**config.mk**
```make
export PLATFORM = sky130hd
export DESIGN_NAME = lowest_free_id_allocator_core
export DESIGN_NICKNAME = d
export VERILOG_FILES = /design/src/sv/lfa_pkg.sv /design/src/sv/lfa_ram.sv /design/src/sv/lfa_find.sv /design/src/sv/lowest_free_id_allocator_core.sv
export SDC_FILE = /design/constraint.sdc
export NUM_CORES = 1
export LEC_CHECK = 0
export ABC_AREA = 1
export BUFFER_PORTS_ARGS = -buffer_cell sky130_fd_sc_hd__buf_2
export CORE_AREA = 5 5 184 230
export DETAILED_ROUTE_END_ITERATION = 8
export DIE_AREA = 0 0 189 235
export GPL_ROUTABILITY_DRIVEN = 0
export PLACE_DENSITY_LB_ADDON = 0.12
export SETUP_SLACK_MARGIN = 0.3
export SLEW_MARGIN = 10
export SYNTH_ARGS = -nofsm -noshare
export SYNTH_HDL_FRONTEND = slang
export SYNTH_SLANG_ARGS = --single-unit
```
**constraint.sdc**
```tcl
create_clock -name i_clk -period 6.8 [get_ports i_clk]
set_clock_uncertainty 0.05 [all_clocks]
set_input_delay 0.68 -clock i_clk [delete_from_list [all_inputs] [get_ports i_clk]]
set_output_delay 0.68 -clock i_clk [all_outputs]
set_load 0.02 [all_outputs]
```
**src/sv/lfa_pkg.sv**
```systemverilog
// ----------------------------------------------------------------------------
// lfa_pkg
// Shared types and constants of the lowest-free id allocator.
// ----------------------------------------------------------------------------
package lfa_pkg;

    localparam int unsigned ID_SPACE_DEF = 256;
    localparam int unsigned FIELD_W      = 8;
    localparam int unsigned WORD_W       = 32;
    localparam int unsigned WORD_SH      = 5;

    localparam logic [1:0] REQ_TAKE    = 2'd0;
    localparam logic [1:0] REQ_ADD     = 2'd1;
    localparam logic [1:0] REQ_RELEASE = 2'd2;
    localparam logic [1:0] REQ_QUERY   = 2'd3;

    localparam logic CFG_RANGE_LOW  = 1'b0;
    localparam logic CFG_RANGE_HIGH = 1'b1;

    localparam logic [FIELD_W-1:0] RANGE_LOW_RST  = 8'd1;
    localparam logic [FIELD_W-1:0] RANGE_HIGH_RST = 8'd255;

    typedef struct packed {
        logic [1:0]         req_type;
        logic [FIELD_W-1:0] id_in;
    } t_req;

    typedef struct packed {
        logic [FIELD_W-1:0] granted_id;
        logic               ok;
        logic [FIELD_W-1:0] next_free;
    } t_rsp;

    typedef enum logic [1:0] {
        ST_IDLE,
        ST_OP_WR,
        ST_SCAN
    } t_state;

endpackage

```
**src/sv/lfa_ram.sv**
```systemverilog
// ----------------------------------------------------------------------------
// lfa_ram
// Generic single-write, single-read RAM with registered read data.
// ----------------------------------------------------------------------------
module lfa_ram #(
    parameter int unsigned WIDTH = 32,
    parameter int unsigned DEPTH = 8,
    localparam int unsigned AW   = (DEPTH > 1) ? $clog2(DEPTH) : 1
) (
    input  logic             i_clk,
    input  logic             i_we,
    input  logic [AW-1:0]    i_waddr,
    input  logic [WIDTH-1:0] i_wdata,
    input  logic [AW-1:0]    i_raddr,
    output logic [WIDTH-1:0] o_rdata
);

    logic [WIDTH-1:0] r_mem [DEPTH];
    logic [WIDTH-1:0] r_rdata;

    always_ff @(posedge i_clk) begin
        if (i_we) begin
            r_mem[i_waddr] <= i_wdata;
        end
        r_rdata <= r_mem[i_raddr];
    end

    assign o_rdata = r_rdata;

endmodule

```
**src/sv/lfa_find.sv**
```systemverilog
// ----------------------------------------------------------------------------
// lfa_find
// Lowest free bit of one bitmap word, confined to the effective id range.
// ----------------------------------------------------------------------------
module lfa_find import lfa_pkg::*; #(
    parameter int unsigned PW = 8
) (
    input  logic [WORD_W-1:0]     i_used,
    input  logic [PW-WORD_SH-1:0] i_widx,
    input  logic [PW-1:0]         i_lo,
    input  logic [PW-1:0]         i_hi,
    output logic                  o_found,
    output logic [PW-1:0]         o_id
);

    logic [WORD_W-1:0]  cand;
    logic [WORD_SH-1:0] low_bit;

    // a bit qualifies if free and inside the range on a boundary word
    always_comb begin
        for (int j = 0; j < WORD_W; j++) begin
            cand[j] = !i_used[j]
                && ((i_widx != i_lo[PW-1:WORD_SH]) || (WORD_SH'(j) >= i_lo[WORD_SH-1:0]))
                && ((i_widx != i_hi[PW-1:WORD_SH]) || (WORD_SH'(j) <= i_hi[WORD_SH-1:0]));
        end
    end

    always_comb begin
        low_bit = '0;
        for (int j = WORD_W - 1; j >= 0; j--) begin
            if (cand[j]) begin
                low_bit = WORD_SH'(j);
            end
        end
    end

    assign o_found = |cand;
    assign o_id    = {i_widx, low_bit};

endmodule

```
**src/sv/lowest_free_id_allocator_core.sv**
```systemverilog
// Add/release/query act on the id's word, then scan word by word for the next free id;
// take scans up to the granted word, writes it, then rescans from that word (32 ids per
// word, one word read per cycle).
// Throughput: one request at a time; the next is taken in the cycle the result strobe shows.
// The result strobe lasts one cycle and the receiver cannot stall it.
// Reset clears the per-word valid flags at once (no clearing pass) and restores the range.
// ----------------------------------------------------------------------------
// lowest_free_id_allocator_core
// Bitmap id allocator: take, add, release and query with a word-serial
// lowest-free search through one shared find unit.
// ----------------------------------------------------------------------------
module lowest_free_id_allocator_core import lfa_pkg::*; #(
    parameter int unsigned ID_SPACE = ID_SPACE_DEF
) (
    input  logic               i_clk,
    input  logic               i_rst_n,
    input  logic               i_start,
    output logic               o_busy,
    input  t_req               i_req,
    output logic               o_done,
    output t_rsp               o_rsp,
    input  logic               i_cfg_we,
    input  logic               i_cfg_idx,
    input  logic [FIELD_W-1:0] i_cfg_wdata
);

    localparam int unsigned ID_W   = $clog2(ID_SPACE);
    localparam int unsigned RW     = ((ID_W > FIELD_W) ? ID_W : FIELD_W) + 1;
    localparam int unsigned NWORDS = (ID_SPACE + WORD_W - 1) / WORD_W;
    localparam int unsigned WI_W   = (NWORDS > 1) ? $clog2(NWORDS) : 1;
    localparam int unsigned PW     = WORD_SH + WI_W;
    localparam logic [RW-1:0] TOP   = RW'(ID_SPACE - 1);
    localparam logic [RW-1:0] SPACE = RW'(ID_SPACE);

    // configuration
    logic [FIELD_W-1:0] r_range_low;
    logic [FIELD_W-1:0] r_range_high;

    // sequencer state
    t_state          r_state, n_state;
    logic [1:0]      r_req_type, n_req_type;
    logic [PW-1:0]   r_pid, n_pid;
    logic            r_id_ok, n_id_ok;
    logic            r_take, n_take;
    logic [WI_W-1:0] r_rd_word, n_rd_word;
    logic [WI_W-1:0] r_chk_word, n_chk_word;
    logic            r_chk_vld, n_chk_vld;
    logic [PW-1:0]   r_granted, n_granted;
    logic            r_ok, n_ok;
    logic            r_done, n_done;
    t_rsp            r_out, n_out;
    logic [NWORDS-1:0] r_wvld;
    logic            r_rd_vld;

    // effective range
    logic [RW-1:0]   l_eff, h_raw, h_eff;
    logic            rng_empty;
    logic [PW-1:0]   lo, hi;
    logic [WI_W-1:0] lo_word, hi_word;

    // request decode
    logic [RW-1:0]   id_ext;
    logic [PW-1:0]   pid_in;

    // memory and find unit
    logic              ram_we;
    logic [WI_W-1:0]   ram_waddr, ram_raddr;
    logic [WORD_W-1:0] ram_wdata, ram_rdata, used;
    logic              fnd_found;
    logic [PW-1:0]     fnd_id;
    logic              held;

    assign l_eff     = (r_range_low == '0) ? RW'(1) : RW'(r_range_low);
    assign h_raw     = (RW'(r_range_high) <= l_eff) ? l_eff + RW'(1) : RW'(r_range_high);
    assign h_eff     = (h_raw > TOP) ? TOP : h_raw;
    assign rng_empty = l_eff > h_eff;
    assign lo        = l_eff[PW-1:0];
    assign hi        = h_eff[PW-1:0];
    assign lo_word   = lo[PW-1:WORD_SH];
    assign hi_word   = hi[PW-1:WORD_SH];

    assign id_ext = RW'(i_req.id_in);
    assign pid_in = id_ext[PW-1:0];

    // words never written read as clear
    assign used = r_rd_vld ? ram_rdata : '0;
    assign held = used[r_pid[WORD_SH-1:0]];

    assign ram_raddr = (r_state == ST_IDLE) ? pid_in[PW-1:WORD_SH] : r_rd_word;

    lfa_ram #(
        .WIDTH (WORD_W),
        .DEPTH (NWORDS)
    ) u_map (
        .i_clk   (i_clk),
        .i_we    (ram_we),
        .i_waddr (ram_waddr),
        .i_wdata (ram_wdata),
        .i_raddr (ram_raddr),
        .o_rdata (ram_rdata)
    );

    lfa_find #(
        .PW (PW)
    ) u_find (
        .i_used  (used),
        .i_widx  (r_chk_word),
        .i_lo    (lo),
        .i_hi    (hi),
        .o_found (fnd_found),
        .o_id    (fnd_id)
    );

    always_ff @(posedge i_clk) begin
        if (!i_rst_n) begin
            r_range_low  <= RANGE_LOW_RST;
            r_range_high <= RANGE_HIGH_RST;
        end else if (i_cfg_we) begin
            case (i_cfg_idx)
                CFG_RANGE_LOW:  r_range_low  <= i_cfg_wdata;
                CFG_RANGE_HIGH: r_range_high <= i_cfg_wdata;
                default: ;
            endcase
        end
    end

    always_ff @(posedge i_clk) begin
        if (!i_rst_n) begin
            r_state   <= ST_IDLE;
            r_done    <= 1'b0;
            r_chk_vld <= 1'b0;
            r_wvld    <= '0;
            r_rd_vld  <= 1'b0;
        end else begin
            r_state   <= n_state;
            r_done    <= n_done;
            r_chk_vld <= n_chk_vld;
            r_rd_vld  <= (ram_raddr <= WI_W'(NWORDS - 1)) ? r_wvld[ram_raddr] : 1'b0;
            if (ram_we) begin
                r_wvld[ram_waddr] <= 1'b1;
            end
        end
    end

    always_ff @(posedge i_clk) begin
        r_req_type <= n_req_type;
        r_pid      <= n_pid;
        r_id_ok    <= n_id_ok;
        r_take     <= n_take;
        r_rd_word  <= n_rd_word;
        r_chk_word <= n_chk_word;
        r_granted  <= n_granted;
        r_ok       <= n_ok;
        r_out      <= n_out;
    end

    always_comb begin
        n_state    = r_state;
        n_req_type = r_req_type;
        n_pid      = r_pid;
        n_id_ok    = r_id_ok;
        n_take     = r_take;
        n_rd_word  = r_rd_word;
        n_chk_word = r_chk_word;
        n_chk_vld  = r_chk_vld;
        n_granted  = r_granted;
        n_ok       = r_ok;
        n_done     = 1'b0;
        n_out      = r_out;
        ram_we     = 1'b0;
        ram_waddr  = r_pid[PW-1:WORD_SH];
        ram_wdata  = used;

        case (r_state)
            ST_IDLE: begin
                if (i_start) begin
                    n_req_type = i_req.req_type;
                    n_pid      = pid_in;
                    n_id_ok    = id_ext < SPACE;
                    n_granted  = '0;
                    n_ok       = 1'b0;
                    n_chk_vld  = 1'b0;
                    if (i_req.req_type == REQ_TAKE) begin
                        if (rng_empty) begin
                            n_done = 1'b1;
                            n_out  = '0;
                        end else begin
                            n_state   = ST_SCAN;
                            n_take    = 1'b1;
                            n_rd_word = lo_word;
                        end
                    end else begin
                        // word of the id is being read now
                        n_state = ST_OP_WR;
                        n_take  = 1'b0;
                    end
                end
            end

            ST_OP_WR: begin
                ram_waddr = r_pid[PW-1:WORD_SH];
                case (r_req_type)
                    REQ_ADD: begin
                        if (r_id_ok && !held) begin
                            ram_we    = 1'b1;
                            ram_wdata = used | (WORD_W'(1) << r_pid[WORD_SH-1:0]);
                            n_ok      = 1'b1;
                        end
                    end
                    REQ_RELEASE: begin
                        if (r_id_ok && held) begin
                            ram_we    = 1'b1;
                            ram_wdata = used & ~(WORD_W'(1) << r_pid[WORD_SH-1:0]);
                            n_ok      = 1'b1;
                        end
                    end
                    default: begin
                        n_ok = r_id_ok && held;
                    end
                endcase
                if (rng_empty) begin
                    n_state          = ST_IDLE;
                    n_done           = 1'b1;
                    n_out.granted_id = '0;
                    n_out.ok         = n_ok;
                    n_out.next_free  = '0;
                end else begin
                    n_state   = ST_SCAN;
                    n_rd_word = lo_word;
                    n_chk_vld = 1'b0;
                end
            end

            ST_SCAN: begin
                // read one word ahead, check the word read last cycle
                n_rd_word  = r_rd_word + WI_W'(1);
                n_chk_word = r_rd_word;
                n_chk_vld  = 1'b1;
                if (r_chk_vld) begin
                    if (fnd_found && r_take) begin
                        ram_we     = 1'b1;
                        ram_waddr  = r_chk_word;
                        ram_wdata  = used | (WORD_W'(1) << fnd_id[WORD_SH-1:0]);
                        n_granted  = fnd_id;
                        n_ok       = 1'b1;
                        n_take     = 1'b0;
                        // rescan from the granted word for the next free id
                        n_rd_word  = r_chk_word;
                        n_chk_vld  = 1'b0;
                    end else if (fnd_found || r_chk_word == hi_word) begin
                        n_state          = ST_IDLE;
                        n_done           = 1'b1;
                        n_chk_vld        = 1'b0;
                        n_out.granted_id = FIELD_W'(r_granted);
                        n_out.ok         = r_ok;
                        n_out.next_free  = fnd_found ? FIELD_W'(fnd_id) : '0;
                    end
                end
            end

            default: begin
                n_state = ST_IDLE;
            end
        endcase
    end

    assign o_busy = (r_state != ST_IDLE);
    assign o_done = r_done;
    assign o_rsp  = r_out;

    a_grant_ok: assert property (@(posedge i_clk) disable iff (!i_rst_n)
        (o_done && (o_rsp.granted_id != '0)) |-> o_rsp.ok)
        else $error("granted id without ok");

    a_scan_bounds: assert property (@(posedge i_clk) disable iff (!i_rst_n)
        (r_state == ST_SCAN && r_chk_vld) |-> (r_chk_word >= lo_word && r_chk_word <= hi_word))
        else $error("scan outside the id range");

    a_we_state: assert property (@(posedge i_clk) disable iff (!i_rst_n)
        ram_we |-> (r_state == ST_OP_WR || r_state == ST_SCAN))
        else $error("bitmap written outside a request");

    a_end_strobe: assert property (@(posedge i_clk) disable iff (!i_rst_n)
        ($past(i_rst_n) && $fell(o_busy)) |-> o_done)
        else $error("request finished without result strobe");

endmodule

```
* Word-level counts from Yosys, hierarchy flattened
Memory sizes are Yosys's and may differ from the RTL's. A register that Yosys moved wholly into a read port is not among the register bits.
Index checks and enable logic that the tools add are counted.
** Storage, ports and cells
- Word-level logic and storage cells :: 415
- Output and inout bits :: 19
- Input bits :: 23
- Memories kept :: 1
- Bits in registers :: 73
- RAM bits :: 256
** Memories
- u_map.r_mem :: words 8, bits a word 32, read ports 1, clocked after Yosys merged registers in 1, wr ports 1, line lfa_ram.sv:18 : logic [WIDTH-1:0] r_mem [DEPTH];
** Operators by class
- Eq/ne operators :: 17
- Bitwise gates (word level) :: 6
- Magnitude comparators :: 73
- Add/subtract/negate cells :: 2
- Reductions and logical operators :: 184
- Muxes and demuxes :: 112
- Shift operators :: 2
** Operators by type and width (count)
- 32-bit two-way mux :: 5
- 5-bit two-way mux :: 32
- 32-bit case mux with 2 select lines :: 2
- 17-bit two-way mux :: 7
- 5-bit >= comparator (first input constant) :: 16
- 5-bit less-or-equal comparator (first input constant) :: 16
- 1-bit logical AND :: 68
- 1-bit logical OR :: 65
- 32-bit bitwise OR :: 2
- 1-bit by 5-bit << shifter with 32-bit output (first input constant) :: 2
- 17-bit case mux with 3 select lines :: 1
- 4-bit by 5-bit >= comparator with 1-bit output (first input constant) :: 8
- 4-bit by 5-bit less-or-equal comparator with 1-bit output (first input constant) :: 8
- 8-bit two-way mux :: 5
- 1-bit logical NOT :: 33
- 32-bit AND :: 1
- 32-bit inverter :: 1
- 32-bit OR reduction :: 1
- 1-bit two-way mux :: 29
- 3-bit two-way mux :: 9
- 3-bit by 5-bit >= comparator with 1-bit output (first input constant) :: 4
- 3-bit by 5-bit less-or-equal comparator with 1-bit output (first input constant) :: 4
- 9-bit two-way mux :: 2
- 2-bit inequality test (second input constant) :: 8
- 40 further kinds :: 67

* Longest topological paths before layout
- Depth in word-level cells :: 46
- Mapped depth :: 59
- Mapped depth without buffers :: 58

* Hierarchy
A second synthesis with hierarchy kept.
** Unflattened totals
- Cells, all modules :: 2351
- Area total of the unflattened synthesis :: 19322.3 µm²
** By module, submodules not included
- lfa_ram :: area an instance 11872.6 µm², instances 1, cells each 1156
- lowest_free_id_allocator_core :: area an instance 6070.8 µm², instances 1, cells each 903
- lfa_find :: area an instance 1378.8 µm², instances 1, cells each 292

* Worst setup path before layout
OpenSTA, ideal clock, no wires.
- Kind :: register to register
- Start point :: register r_range_low[4]
- End point :: memory u_map.r_mem[4][0], enable pin
- Path slack :: 942 ps
- Cell stages (with the launch flop) :: 37
- Data required time :: 6327 ps
- Library setup time :: 423 ps
- Buffers on the path :: 3
- Arrival :: 5385 ps
- Cell sequence :: dfxtp_1 > buf_4 > clkinv_1 > nand2_1 > nor2_2 > a21oi_4 > inv_1 > ha_1 > inv_1 > nand2_1 > nand2_1 > nand2_1 > nand2_1 > nand2_1 > nand2_2 > nand2_4 > nand2_4 > nand3_2 > nand2_1 > nand2_1 > nor2_2 > buf_6 > inv_2 > buf_4 > o211ai_1 > nand2_1 > nor4_1 > nand2_1 > nand2_2 > nor2_2 > inv_2 > nor2_1 > a21oi_1 > inv_1 > nor2_1 > inv_1 > nor2_1
** Between the ends
- Word-level cells in the longest chain between the ends :: 16
- Elaborated cells on any way between the ends :: 211
- Classes of those cells :: 1 x add/sub; 66 x order compare; 2 x eq/ne; 11 x mux; 131 x reduce/logical
** Ends and longest elaborated chain
- start, declared :: line lowest_free_id_allocator_core.sv:36 : logic [FIELD_W-1:0] r_range_low;
- start signal, assigned :: line lowest_free_id_allocator_core.sv:120 : CFG_RANGE_LOW: r_range_low <= i_cfg_wdata;
- 8-bit logical NOT :: line lowest_free_id_allocator_core.sv:73 : assign l_eff = (r_range_low == '0) ? RW'(1) : RW'(r_range_low);
- 8-bit two-way mux (*) :: line lowest_free_id_allocator_core.sv:73
- 8-bit by 1-bit adder with 9-bit output / 8-bit less-or-equal comparator (equally long branches) :: line lowest_free_id_allocator_core.sv:74 : assign h_raw = (RW'(r_range_high) <= l_eff) ? l_eff + RW'(1) : RW'(r_range_high);
- 9-bit two-way mux :: line lowest_free_id_allocator_core.sv:74
- 9-bit by 8-bit greater-than comparator with 1-bit output :: line lowest_free_id_allocator_core.sv:75 : assign h_eff = (h_raw > TOP) ? TOP : h_raw;
- 9-bit two-way mux :: line lowest_free_id_allocator_core.sv:75
- 1-bit by 5-bit less-or-equal comparator with 1-bit output (tied with other cells) :: line lfa_find.sv:24 : && ((i_widx != i_hi[PW-1:WORD_SH]) || (WORD_SH'(j) <= i_hi[WORD_SH-1:0]));
- 1-bit logical OR :: line lfa_find.sv:24
- 1-bit logical AND :: line lfa_find.sv:24
- 32-bit OR reduction (*) :: line lfa_find.sv:37 : assign o_found = |cand;
- 1-bit logical AND (*) :: line lowest_free_id_allocator_core.sv:240 : if (fnd_found && r_take) begin
- 1-bit two-way mux :: line lowest_free_id_allocator_core.sv:240
- 1-bit two-way mux :: line lowest_free_id_allocator_core.sv:239 : if (r_chk_vld) begin
- 1-bit case mux with 2 select lines :: line lowest_free_id_allocator_core.sv:174 : case (r_state)
- 1-bit two-way mux :: line lfa_ram.sv:22 : if (i_we) begin
- 1-bit two-way mux (implied by the code) :: line lfa_ram.sv:23 : r_mem[i_waddr] <= i_wdata;
- end, declared :: line lfa_ram.sv:18
Every way passes the cells marked *; elsewhere a longest branch is shown, timed or not.

* Worst setup path in the final report
- Start point :: register r_range_low[3]
- End point :: memory u_map.r_mem[3][0], data pin
** Between the ends
- Word-level cells in the longest chain between the ends :: 46
- Elaborated cells on any way between the ends :: 240
- Classes of those cells :: 1 x add/sub; 66 x order compare; 2 x eq/ne; 1 x shift; 38 x mux; 1 x bitwise; 131 x reduce/logical
** Ends and longest elaborated chain
- 8-bit logical NOT :: line lowest_free_id_allocator_core.sv:73
- 8-bit two-way mux (*) :: line lowest_free_id_allocator_core.sv:73
- 8-bit by 1-bit adder with 9-bit output / 8-bit less-or-equal comparator (equally long branches) :: line lowest_free_id_allocator_core.sv:74
- 9-bit two-way mux :: line lowest_free_id_allocator_core.sv:74
- 9-bit by 8-bit greater-than comparator with 1-bit output :: line lowest_free_id_allocator_core.sv:75
- 9-bit two-way mux :: line lowest_free_id_allocator_core.sv:75
- 5-bit less-or-equal comparator / 3-bit inequality test (equally long branches) :: line lfa_find.sv:24
- 1-bit logical OR :: line lfa_find.sv:24
- 1-bit logical AND :: line lfa_find.sv:24
- 5-bit two-way mux (32 in a row) :: line lfa_find.sv:31 : if (cand[j]) begin
- 1-bit by 5-bit << shifter with 32-bit output :: line lowest_free_id_allocator_core.sv:243 : ram_wdata = used | (WORD_W'(1) << fnd_id[WORD_SH-1:0]);
- 32-bit bitwise OR :: line lowest_free_id_allocator_core.sv:243
- 32-bit two-way mux (*) :: line lowest_free_id_allocator_core.sv:240
- 32-bit two-way mux (*) :: line lowest_free_id_allocator_core.sv:239
- 32-bit case mux with 2 select lines (*) :: line lowest_free_id_allocator_core.sv:174
- named net ram_wdata[0] :: line lowest_free_id_allocator_core.sv:68 : logic [WORD_W-1:0] ram_wdata, ram_rdata, used;
The timed path passes the listed nets; every way through them passes the cells marked *.

==> results by group <==
Synth
  – Distinct cells, synth: between 50 and 60
  – Synth Cell Area: between 15000 and 20000 µm²
  – Area share of xor/xnor cells in the synthesized design: 0.000988
  – Simple-Gate Fraction of Synth Area: 0.186
  – Mux contribution to synthesized area: 0
  – Synth Flop Type: edfxtp_1
  – Net Count, Synth: just under 2000
  – Async SR Flop Fraction: 0
  – Synth area leaders: edfxtp_1, nor2_1, dfxtp_1, o21ai_0, nand2_1
  – Leading area contributor after synthesis: edfxtp_1
  – Syn. warnings: 0
  – Seq/Total Area, Yosys: 0.575
  – Largest family of logic cells by synthesized area: simple AND/OR/NAND/NOR gates
  – Top-count cell post-synth: nor2_1
  – Adder-cell share of the synthesized area: 0.0169
  – Register bit total from synthesis: 360
  – EDFF count, synth: between 200 and 300
  – Synth top area share: 0.506
  – Synth Area in Compound Gates: 0.162
  – Commonest cells in the netlist: nor2_1, edfxtp_1, nand2_1
  – Synth Instances: roughly 1900
  – Avg Synthesized Cell Area: roughly 9.3 µm²

Floorplan
  – Die W: approximately 190 µm
  – Core box area: about 40000 µm²
  – Die area: 44400 µm²
  – Number of placement rows: 82
  – Initial Util: 0.444
  – Die Y-Extent: about 240 µm
  – I/O pins: 42

Clock tree
  – Hold Buf Count CTS: 0
  – Clock latency at the later pin of the worst-skew pair: between 0.5 and 0.6 ns
  – TritonCTS Sinks: 360
  – TritonCTS Buffers: 37
  – CTS Buffer Depth: 3
  – Clock transition at path regs: about 0.070 ns
  – Htree depth: 2
  – Root Driver: clkbuf_16
  – CTS tree: yes

Layout
  – Post-route cell area: 19800 µm²
  – Nets: 1973
  – Filler instances: about 3700
  – Layout cells sized above 1: 0.120
  – Non-Filler Instances: between 2000 and 2500
  – Sequential cell area: ~10000 µm²
  – Synth-to-layout area growth: 11.9%
  – Area of the multi-input gates: roughly 6600 µm²

Setup path
  – Worst setup SP type: register
  – Crit path largest cell delay: around 0.47 ns
  – WP data required: just over 7 ns
  – FF-to-FF End: u_map.r_mem[3][0]$_DFFE_PP_
  – Crit path kind: reg2reg
  – R2R Setup Slk: 0.90 ns
  – CP max-delay cell: dfxtp_2
  – Maximum fanout along the worst path: 14
  – Worst Path Buf+Inv: 3
  – Crit path top cell by count: nand2_1
  – Launch point of the worst reg-to-reg path: r_range_low[3]$_SDFFE_PN0P_
  – Crit path capture type: register
  – Worst Path Arrival: between 6 and 7 ns
  – Reg2Reg Depth: between 50 and 60
  – CP delay by family, top: simple AND/OR/NAND/NOR gates

Global route
  – Total GRT Usage: 0.239
  – Antenna violations before repair: 0
  – Global-route wire length before repair: between 80000 and 90000 µm
  – Vias in the first global route: about 14000
  – GRT overflow: 0
  – Largest net degree at the start of global routing: around 80

Timing
  – Hold Fails Final Rpt: 0
  – Slew margin rel.: 0.329
  – Worst slew pin tran: between 1 and 1.5 ns
  – Setup total negative slack: 0 ns
  – Max Slew Vio Count: 0
  – Peak Freq: around 0.17 GHz
  – Tmin final: about 5.9 ns
  – RSZ-0062 raised after global routing: false
  – Final Cycle Share: 0.868
  – Final worst slack: 0.897 ns
  – Final setup viols: 0

Pwr
  – P per Cell Area: just under 400 nW/µm²
  – Logic pwr share: 0.364
  – Peak VDD IR: 0.206 mV
  – Switch share: 0.391
  – Internal: 4680 µW
  – Leakage: between 0.007 and 0.008 µW
  – Reg power frac: 0.382
  – Switching power total: 3000 µW
  – Clk pwr share: 0.254

Min path
  – Hold depth: 1
  – Hold/Removal Path Class: in2reg
  – Hold path start: i_req[2]
  – Hold endpoint: r_pid[2]$_DFFE_PP_

Placed design
  – Hpwl dp: about 36000 µm
  – Post-DP Area: roughly 19000 µm²
  – Port Buffer Count: 41
  – Place WS: 0.544 ns
  – Placed cells: around 2400

Route
  – Post-route ant nets: 0
  – First-pass DRT Iterations: 8
  – WL per Instance: approximately 22 µm
  – Via density: around 6
  – DRC: 0
  – Final wirelength: roughly 54000 µm
  – Total number of vias: between 10000 and 15000
  – DR iter-0 viols: 1420

Flow run
  – Max cap viols: 0

Run status
  – Outcome: finished clean
registers in the layout, indices dropped and copies added (netlist names):
name,count
u_map.r_mem,256
u_map.o_rdata,32
o_rsp,17
r_granted,8
r_pid,8
r_range_high,8
r_range_low,8
r_wvld,8
r_chk_word,3
r_rd_word,3
r_req_type,2
r_state,2
o_done,1
r_chk_vld,1
r_ok,1
r_rd_vld,1
r_take,1
what timing repair did:
action,CTS,global route
setup endpoints to repair,0,519
buffers inserted,0,9
resized for setup,0,23
power by group through the flow:
stage                     combinational [µW]  sequential [µW]  clock [µW]
after global placement                  2720             2980           0
after global routing                    3080             2950        2090
after floorplan                         1780             2960           0
after CTS                               2740             2930        2000
after detailed placement                2740             2980           0
final                                   2800             2930        1950
how the worst max path moves through the flow:
stage | start | end | slack [ns] | cells after the start
after floorplan | r_range_low[4]$_SDFFE_PN0P_ | u_map.r_mem[4][0]$_DFFE_PP_ | 0.94 | 36
after global placement | r_range_low[3]$_SDFFE_PN0P_ | u_map.r_mem[4][4]$_DFFE_PP_ | 0.63 | 36
after detailed placement | r_range_low[3]$_SDFFE_PN0P_ | u_map.r_mem[4][24]$_DFFE_PP_ | 0.54 | 36
after CTS | r_range_low[3]$_SDFFE_PN0P_ | u_map.r_mem[4][4]$_DFFE_PP_ | 0.51 | 36
after global routing | r_range_low[3]$_SDFFE_PN0P_ | u_map.r_mem[5][1]$_DFFE_PP_ | 0.30 | 57
final | r_range_low[3]$_SDFFE_PN0P_ | u_map.r_mem[3][0]$_DFFE_PP_ | 0.90 | 53
area by class of cell:
cell class	instances	area share
multi-input cells	1277	0.335
flip-flops and latches	360	0.514
clock buffers	55	0.0521
inverters	159	0.0302
diodes	1	0.000126
repair buffers	91	0.0308
well taps	504	0.0318
clock inverters	13	0.00599
metal layers:
layer / part of all wire / GRT usage / vias up
met5: 0 / 0 / -
met4: 0.064 / 0.133 / 0
met3: 0.076 / 0.0480 / 204
met2: 0.46 / 0.386 / 727
met1: 0.40 / 0.301 / 6899
li1: - / - / 6764
per-stage QoR:
step / hold slack (ns) / utilization / total power [µW]
after floorplan: 0.385 / - / 4730
after global placement: 0.400 / 0.465 / 5700
after CTS: 0.206 / 0.493 / 7670
final: 0.241 / 0.497 / 7680
after detailed placement: 0.409 / 0.465 / 5720
after global routing: 0.222 / 0.497 / 8120
worst reg2reg max path: cells and delay by family (launching register included):
family                   cells  cell delay, ns
AO/OA/AOI/OAI                4            0.65
buffers and inverters        3            0.38
AND/OR/NAND/NOR             45            3.95
flip-flops                   1            0.47
adder cells (fa/ha/maj)      1            0.19
kinds of logic (layout without fill, tap and decap cells):
| group | count (synthesis) | count (layout) |
|---|---|---|
| fa+ha+maj | 24 | 24 |
| other cells | 0 | 1 |
| xor+xnor | 2 | 2 |
| flops | 360 | 360 |
| buf+inv | 267 | 318 |
| simple gates | 776 | 776 |
| compound gates | 475 | 475 |
cell usage in the layout, fill, tap and decap left out, drive strengths merged, types with 3 or more instances in the layout:
| cell type | Yosys | layout |
|---|---|---|
| a21oi | 58 | 58 |
| a22oi | 4 | 4 |
| a31oi | 50 | 50 |
| buf | 19 | 91 |
| clkbuf | 89 | 55 |
| clkinv | 8 | 19 |
| dfxtp | 61 | 61 |
| edfxtp | 299 | 299 |
| ha | 24 | 24 |
| inv | 151 | 152 |
| nand2 | 299 | 299 |
| nand3 | 64 | 64 |
| nand4 | 17 | 17 |
| nor2 | 360 | 360 |
| nor3 | 13 | 13 |
| nor4 | 18 | 18 |
| o2111ai | 7 | 7 |
| o211ai | 22 | 22 |
| o21ai | 217 | 217 |
| o21bai | 9 | 9 |
| o221a | 3 | 3 |
| o221ai | 20 | 20 |
| o22ai | 51 | 51 |
| o311ai | 21 | 21 |
Note: power is estimated with default switching activity, not from simulation.
